## src/sv/scba_pkg.sv

```systemverilog
package scba_pkg;

  localparam int NUM_BANKS     = 16;
  localparam int DIR_SIZE_BITS = 12;

  localparam int BANK_W   = (NUM_BANKS > 1) ? $clog2(NUM_BANKS) : 1;
  localparam int KIND_W   = 2;
  localparam int SID_W    = 15;
  localparam int ASID_W   = 5;
  localparam int STATUS_W = 2;
  localparam int ADDR_W   = 48;

  localparam int IN_DATA_W  = 24;
  localparam int OUT_DATA_W = 56;

  localparam int CFG_ADDR_W = 4;
  localparam int CFG_DATA_W = 64;

  localparam logic [SID_W-1:0] STREAM_FREE = SID_W'(8'hFF);

  typedef enum logic [KIND_W-1:0] {
    KIND_ACQUIRE = 2'd0,
    KIND_RELEASE = 2'd1,
    KIND_LOOKUP  = 2'd2
  } kind_t;

  typedef enum logic [STATUS_W-1:0] {
    ST_FOUND = 2'd0,
    ST_DONE  = 2'd1,
    ST_FULL  = 2'd2,
    ST_BAD   = 2'd3
  } status_t;

  typedef enum logic [1:0] {
    S_IDLE = 2'd0,
    S_SCAN = 2'd1,
    S_DONE = 2'd2
  } state_t;

endpackage

```

## src/sv/stream_id_context_bank_allocator.sv

```systemverilog
// Stream-ID context bank allocator.
// Requests enter on the in_ stream channel: kind (acquire, release, lookup),
// a stream ID and a bank number plus one. Each request gives exactly one
// result on the out_ channel: bank number plus one, a status code and a
// page-directory address.
// An acquire walks the bank table with one shared comparator, one bank per
// cycle, and stops at the first in-use bank with a matching stream ID; a
// miss claims the lowest free bank seen during the walk. An acquire passes
// through an accept step, the scan steps (up to the matching bank, at most
// NUM_BANKS banks) and a completion step. Release, lookup and unknown
// kinds skip the walk and go from the accept step straight to completion.
// One request is worked on at a time; in_tready is high only when idle.
// The result sits in an output register, so a new request is taken while
// the previous result still waits. If the receiver stalls and a finished
// request finds the output register occupied, it waits in the completion
// step, and neither the table nor the result changes until the slot frees.
// The page-directory base is written through the cfg_ APB port when
// address bit 3 is clear. Reset frees every bank and clears the base to zero.
module stream_id_context_bank_allocator (
  input  logic                               clk,
  input  logic                               rst_n,
  input  logic                               in_tvalid,
  output logic                               in_tready,
  // [1:0] kind, [16:2] stream_id, [21:17] bank_asid, rest zero.
  input  logic [scba_pkg::IN_DATA_W-1:0]     in_tdata,
  output logic                               out_tvalid,
  input  logic                               out_tready,
  // [4:0] result_asid, [6:5] status, [54:7] page_dir_addr, rest zero.
  output logic [scba_pkg::OUT_DATA_W-1:0]    out_tdata,
  input  logic                               cfg_psel,
  input  logic                               cfg_penable,
  input  logic                               cfg_pwrite,
  input  logic [scba_pkg::CFG_ADDR_W-1:0]    cfg_paddr,
  input  logic [scba_pkg::CFG_DATA_W-1:0]    cfg_pwdata,
  output logic [scba_pkg::CFG_DATA_W-1:0]    cfg_prdata,
  output logic                               cfg_pready
);

  localparam int BW = scba_pkg::BANK_W;
  localparam int AW = scba_pkg::ASID_W;
  localparam int SW = scba_pkg::SID_W;
  localparam int DW = scba_pkg::ADDR_W;

  scba_pkg::state_t state_r, state_nxt;

  logic [DW-1:0]              base_r;
  logic [scba_pkg::NUM_BANKS-1:0] in_use_r;
  logic [SW-1:0]              stream_r [scba_pkg::NUM_BANKS];

  logic [scba_pkg::KIND_W-1:0] kind_r;
  logic [SW-1:0]              sid_r;
  logic [BW-1:0]              idx_r;
  logic                       bad_r;
  logic [BW-1:0]              cnt_r, cnt_nxt;
  logic                       hit_r, hit_nxt;
  logic [BW-1:0]              hit_idx_r, hit_idx_nxt;
  logic                       free_r, free_nxt;
  logic [BW-1:0]              free_idx_r, free_idx_nxt;

  logic                       out_valid_r;
  logic [AW-1:0]              out_asid_r, out_asid_nxt;
  scba_pkg::status_t          out_status_r, out_status_nxt;
  logic [DW-1:0]              out_addr_r, out_addr_nxt;

  logic                       in_acc;
  logic                       out_load;
  logic                       slot_free;
  logic                       cfg_wr;
  logic                       scan_match;
  logic                       scan_last;
  logic                       rel_wr;
  logic                       alloc_wr;
  logic [AW-1:0]              in_asid;
  logic                       in_bad;

  assign cfg_pready = 1'b1;
  assign cfg_wr     = cfg_psel & cfg_penable & cfg_pwrite & ~cfg_paddr[3];
  assign cfg_prdata = cfg_paddr[3] ? '0 : {{(scba_pkg::CFG_DATA_W-DW){1'b0}}, base_r};

  assign in_tready  = (state_r == scba_pkg::S_IDLE);
  assign in_acc     = in_tvalid & in_tready;
  assign slot_free  = ~out_valid_r | out_tready;

  assign in_asid = in_tdata[21:17];
  assign in_bad  = (in_asid == '0) || (32'(in_asid) > scba_pkg::NUM_BANKS);

  assign scan_match = in_use_r[cnt_r] && (stream_r[cnt_r] == sid_r);
  assign scan_last  = (32'(cnt_r) == scba_pkg::NUM_BANKS - 1);

  assign out_tvalid = out_valid_r;
  assign out_tdata  = {{(scba_pkg::OUT_DATA_W-DW-scba_pkg::STATUS_W-AW){1'b0}},
                       out_addr_r, out_status_r, out_asid_r};

  always_comb begin
    state_nxt      = state_r;
    cnt_nxt        = cnt_r;
    hit_nxt        = hit_r;
    hit_idx_nxt    = hit_idx_r;
    free_nxt       = free_r;
    free_idx_nxt   = free_idx_r;
    out_load       = 1'b0;
    rel_wr         = 1'b0;
    alloc_wr       = 1'b0;
    out_asid_nxt   = '0;
    out_status_nxt = scba_pkg::ST_BAD;
    out_addr_nxt   = '0;
    unique case (state_r)
      scba_pkg::S_IDLE: begin
        if (in_acc) begin
          cnt_nxt  = '0;
          hit_nxt  = 1'b0;
          free_nxt = 1'b0;
          if (in_tdata[1:0] == scba_pkg::KIND_ACQUIRE) begin
            state_nxt = scba_pkg::S_SCAN;
          end else begin
            state_nxt = scba_pkg::S_DONE;
          end
        end
      end
      scba_pkg::S_SCAN: begin
        if (!in_use_r[cnt_r] && !free_r) begin
          free_nxt     = 1'b1;
          free_idx_nxt = cnt_r;
        end
        if (scan_match) begin
          hit_nxt     = 1'b1;
          hit_idx_nxt = cnt_r;
          state_nxt   = scba_pkg::S_DONE;
        end else if (scan_last) begin
          state_nxt = scba_pkg::S_DONE;
        end else begin
          cnt_nxt = cnt_r + 1'b1;
        end
      end
      scba_pkg::S_DONE: begin
        priority if (kind_r == scba_pkg::KIND_ACQUIRE) begin
          if (hit_r) begin
            out_asid_nxt   = AW'(32'(hit_idx_r) + 32'd1);
            out_status_nxt = scba_pkg::ST_FOUND;
          end else if (free_r) begin
            out_asid_nxt   = AW'(32'(free_idx_r) + 32'd1);
            out_status_nxt = scba_pkg::ST_DONE;
            alloc_wr       = 1'b1;
          end else begin
            out_status_nxt = scba_pkg::ST_FULL;
          end
        end else if (kind_r == scba_pkg::KIND_RELEASE && !bad_r) begin
          out_status_nxt = scba_pkg::ST_DONE;
          rel_wr         = 1'b1;
        end else if (kind_r == scba_pkg::KIND_LOOKUP && !bad_r) begin
          out_status_nxt = scba_pkg::ST_DONE;
          out_addr_nxt   = base_r + (DW'(idx_r) << scba_pkg::DIR_SIZE_BITS);
        end else begin
          out_status_nxt = scba_pkg::ST_BAD;
        end
        if (slot_free) begin
          out_load  = 1'b1;
          state_nxt = scba_pkg::S_IDLE;
        end else begin
          rel_wr   = 1'b0;
          alloc_wr = 1'b0;
        end
      end
      default: begin
        state_nxt = scba_pkg::S_IDLE;
      end
    endcase
  end

  always_ff @(posedge clk) begin
    if (!rst_n) begin
      state_r     <= scba_pkg::S_IDLE;
      base_r      <= '0;
      in_use_r    <= '0;
      out_valid_r <= 1'b0;
      hit_r       <= 1'b0;
      free_r      <= 1'b0;
      cnt_r       <= '0;
    end else begin
      state_r <= state_nxt;
      cnt_r   <= cnt_nxt;
      hit_r   <= hit_nxt;
      free_r  <= free_nxt;
      if (cfg_wr) begin
        base_r <= cfg_pwdata[DW-1:0];
      end
      if (alloc_wr) begin
        in_use_r[free_idx_r] <= 1'b1;
      end
      if (rel_wr) begin
        in_use_r[idx_r] <= 1'b0;
      end
      if (out_load) begin
        out_valid_r <= 1'b1;
      end else if (out_tready) begin
        out_valid_r <= 1'b0;
      end
    end
  end

  always_ff @(posedge clk) begin
    hit_idx_r  <= hit_idx_nxt;
    free_idx_r <= free_idx_nxt;
    if (in_acc) begin
      kind_r <= in_tdata[1:0];
      sid_r  <= in_tdata[16:2];
      bad_r  <= in_bad;
      idx_r  <= in_bad ? '0 : BW'(32'(in_asid) - 32'd1);
    end
    if (alloc_wr) begin
      stream_r[free_idx_r] <= sid_r;
    end
    if (rel_wr) begin
      stream_r[idx_r] <= scba_pkg::STREAM_FREE;
    end
    if (out_load) begin
      out_asid_r   <= out_asid_nxt;
      out_status_r <= out_status_nxt;
      out_addr_r   <= out_addr_nxt;
    end
  end

`ifndef NO_ASSERTIONS
  a_full_all_used: assert property (@(posedge clk) disable iff (!rst_n)
    out_valid_r && out_status_r == scba_pkg::ST_FULL |-> &in_use_r)
    else $error("full reported while a bank is free");

  a_scan_range: assert property (@(posedge clk) disable iff (!rst_n)
    state_r == scba_pkg::S_SCAN |-> 32'(cnt_r) < scba_pkg::NUM_BANKS)
    else $error("scan index out of range");

  a_fail_zero: assert property (@(posedge clk) disable iff (!rst_n)
    out_valid_r && (out_status_r == scba_pkg::ST_FULL || out_status_r == scba_pkg::ST_BAD)
    |-> out_asid_r == '0 && out_addr_r == '0)
    else $error("failed request carries a bank or address");
`endif

endmodule
```

## config.mk

```make
export PLATFORM = sky130hd
export DESIGN_NAME = stream_id_context_bank_allocator
export DESIGN_NICKNAME = d
export VERILOG_FILES = /design/src/sv/scba_pkg.sv /design/src/sv/stream_id_context_bank_allocator.sv
export SDC_FILE = /design/constraint.sdc
export NUM_CORES = 1
export LEC_CHECK = 0
export BUFFER_PORTS_ARGS = -buffer_cell sky130_fd_sc_hd__buf_4
export CAP_MARGIN = 25
export CORE_MARGIN = 5
export CORE_UTILIZATION = 58
export DETAILED_ROUTE_END_ITERATION = 16
export PLACE_DENSITY = 0.8
export RECOVER_POWER = 100
export REMOVE_ABC_BUFFERS = 1
export SLEW_MARGIN = 20
export SYNTH_ARGS = -nofsm -noshare
export SYNTH_HDL_FRONTEND = slang
export SYNTH_SLANG_ARGS = --single-unit
```

## constraint.sdc

```tcl
create_clock -name clk -period 4.5 [get_ports clk]
set_clock_uncertainty 0.2 [all_clocks]
set_input_delay 0.675 -clock clk [delete_from_list [all_inputs] [get_ports clk]]
set_output_delay 0.675 -clock clk [all_outputs]
set_load 0.01 [all_outputs]
```

==> qor.txt <==
H-tree depth = 2
hold_buf cts = 0
RSZ-0062 raised after global routing = false
total track usage = 0.245
Synth top area share = 0.576
register area share after synthesis = 0.667
dominant cell by count in the synthesized netlist = edfxtp_1
CTS buffer count = 41
max-slew violations = 145
library cells used by synthesis = 60
fin area = 19500 um^2
mapped cell area = 16900 um^2
Slew @ Worst Pin = 2290 ps
leakage power figure = 6.43 nW
DRT antenna net count = 0
Die Ht = 181 um
Vias = 10600
WHS = 139 ps
leading area contributor after synthesis = edfxtp_1
Synth Area in Compound Gates = 0.0481
CP Launch Type = register
Synth top cells by count = edfxtp_1 (325), nand2_1 (121), nor2_1 (83)
largest family of logic cells by synthesized area = simple AND/OR/NAND/NOR gates
diodes inserted = 0
EDFF count, synth = 325
violation count after the first detailed-route iteration = 1029
grt ovf = 0
Detailed Routing Iterations Pass 1 = 5
routability-driven placement congestion ratio = 0.873
met2 wire length = 20.9 mm
crit-path cells = nand2_1 > nor2_1 > nand4b_1 > clkbuf_1 > or3_1 > o31a_1 > nor2_1 > clkbuf_1
Post-DP Area = 18700 um^2
# Max-Cap Violations = 5
slowest CP cell = clkbuf_1
Worst VDD drop = 0.294 mV
final setup fails = 0
Clk Latency, worst-skew pair = 540 ps
status = finished with violations
pre-CTS setup slack = 812 ps
Fin Setup TNS = 0 ps
Hold Path Class = input pin to register
ranking of synthesized cells by area = edfxtp_1 (58%), dfxtp_1 (9.1%), mux4_2 (7.2%), nand2_1 (2.7%), a21oi_1 (2.4%)
NumNets Final = 1503
Post-Synth Simple-Gate Area = 0.115
layout cells sized above 1 = 0.152
die area = 32700 um^2
register bit total from synthesis = 402
TritonCTS clock tree = done
violated checks = capacitance limit, slew limit
Slew headroom = -0.523
CP bufs+invs = 2
Max Clock Freq = 0.244 GHz
first-pass GRT wire length = 62.4 mm
CP endpoint kind = register
Area growth syn-to-layout = 15.2%
vias in the first global route = 10800
post-synthesis area per instance = 14.2 um^2
Pwr Density = 397 nW/um^2
Top FF cell, synth = edfxtp_1
Clock Pin Slew Worst Setup and Hold Paths = 60 ps
initial antenna violation count = 0
total power = 0.00774 W
top-level I/O count = 222
top sig layer = met4
Starting Density = 0.589
# DRC = 0
crit share post-route = 0.909
I/O Buffers = 182
Rows = 62
# clock sinks = 402
Worst EP required = 4430 ps
CTS root buffer = clkbuf_16
Critical Path AT = 4020 ps
post-CTS sizing = 0
Chip Width = 181 um
Min Clock Period, post-route = 4090 ps
Clock Tree Buf Depth = 3
DPL Wire Length = 24.8 mm
largest net degree at the start of global routing = 53
Post-CTS Setup Repair Bufs = 0
wire per inst = 22.4 um
mux contribution to synthesized area = 0.103
YS warnings = 0
Crit Path Max Fanout = 19
Adder-Cell Fraction of Synth Area = 0.00930
xor-xnor portion of the synthesized cell area = 0.0284
Synth Instances = 1193
critical path's largest stage delay = 950 ps
fill count = 2053
final WL = 40.5 mm
kind of critical path = register to register
final hold violations = 0
delay-heaviest family, CP = buffers and inverters
fraction of registers with async set/reset = 0
setup slack after layout = 409 ps
core area = 28800 um^2
met3 wire length = 3.62 mm
vias per cell = 5.87
wl on met1 = 15.0 mm
[sequential cells by signal (all words and copies together), names as in the netlist, named ones only]
signal	flops
bad_r	1
base_r	48
cnt_r	4
free_idx_r	4
free_r	1
hit_idx_r	4
hit_r	1
idx_r	4
in_use_r	16
kind_r	2
out_addr_r	48
out_asid_r	5
out_status_r	2
out_tvalid	1
sid_r	15
state_r	2
stream_r	240
[stage by stage]
| stage | instances | util |
|---|---|---|
| 6_report | 1808 | 0.678 |
| 5_1_grt | 1808 | 0.678 |
| 4_1_cts | 1808 | 0.696 |
| 3_5_place_dp | 1733 | 0.651 |
| 3_3_place_gp | 1733 | 0.651 |
| 2_1_floorplan | 1131 | - |
[power breakdown]
| part | internal [W] | total, W | switching, W |
|---|---|---|---|
| sequential | 0.00410 | 0.00415 | 0.0000464 |
| clock | 0.00189 | 0.00327 | 0.00138 |
| combinational | 0.000111 | 0.000327 | 0.000216 |
[cell families (layout without fill, tap and decap cells)]
family,after synthesis,count (layout)
other,2,18
XOR/XNOR,55,55
AO/OA/AOI/OAI,137,137
adder cells (fa/ha/maj),12,12
flip-flops,402,402
AND/OR/NAND/NOR,393,393
buffers and inverters,93,308
multiplexers,99,99
[placed cells by master, fill, tap and decap left out, types with 10 or more instances in the layout]
cell type / netlist / routed
edfxtp_1: 325 / 325
a21oi_1: 80 / 80
nand2_1: 121 / 121
mux2i_1: 36 / 36
nand2b_1: 18 / 18
nor2b_1: 58 / 58
nor3_1: 13 / 14
nor2_1: 83 / 83
a211oi_1: 10 / 10
clkbuf_16: 0 / 42
xor2_1: 32 / 32
nand3_1: 29 / 29
and3_1: 14 / 14
o21ai_0: 12 / 12
dfxtp_1: 77 / 74
inv_1: 14 / 13
conb_1: 2 / 18
xnor2_1: 23 / 23
mux4_2: 54 / 54
clkinv_1: 1 / 11
and2_0: 0 / 18
buf_4: 27 / 67
clkbuf_4: 0 / 15
ha_1: 11 / 11
clkbuf_1: 34 / 132
[worst register-to-register path, stage by stage, from the launching register on]
cell,delay (ps)
dfxtp_1,510
nand2_1,190
nor2_1,200
nand4b_1,110
clkbuf_1,560
or3_1,660
o31a_1,210
nor2_1,110
clkbuf_1,950
[final timing paths]
path | cells after the start | start | slack (ps) | to
worst max-delay path | 8 | state_r[1] | 410 | stream_r[14][3]
worst min-delay path | 1 | in_tdata[9] | 140 | sid_r[7]
worst max register to register | 8 | state_r[1] | 410 | stream_r[14][3]
worst min register to register | 2 | base_r[0] | 270 | base_r[0]
[layout make-up]
| type | instances | area [um^2] | area share |
|---|---|---|---|
| clock buffers | 49 | 1080 | 0.0552 |
| clock inverters | 26 | 216 | 0.0111 |
| inverters | 15 | 56.3 | 0.00289 |
| multi-input cells | 714 | 5210 | 0.267 |
| flip-flops and latches | 402 | 11300 | 0.579 |
| well taps | 384 | 480 | 0.0246 |
| repair buffers | 218 | 1170 | 0.0600 |
[metal layers]
| metal | vias to the layer above | global-route usage |
|---|---|---|
| met4 | 0 | 0.0623 |
| met5 | - | 0 |
| met3 | 76 | 0.0627 |
| li1 | 4779 | - |
| met1 | 5247 | 0.307 |
| met2 | 508 | 0.428 |
No activity file was read; power rests on OpenSTA's default activity.
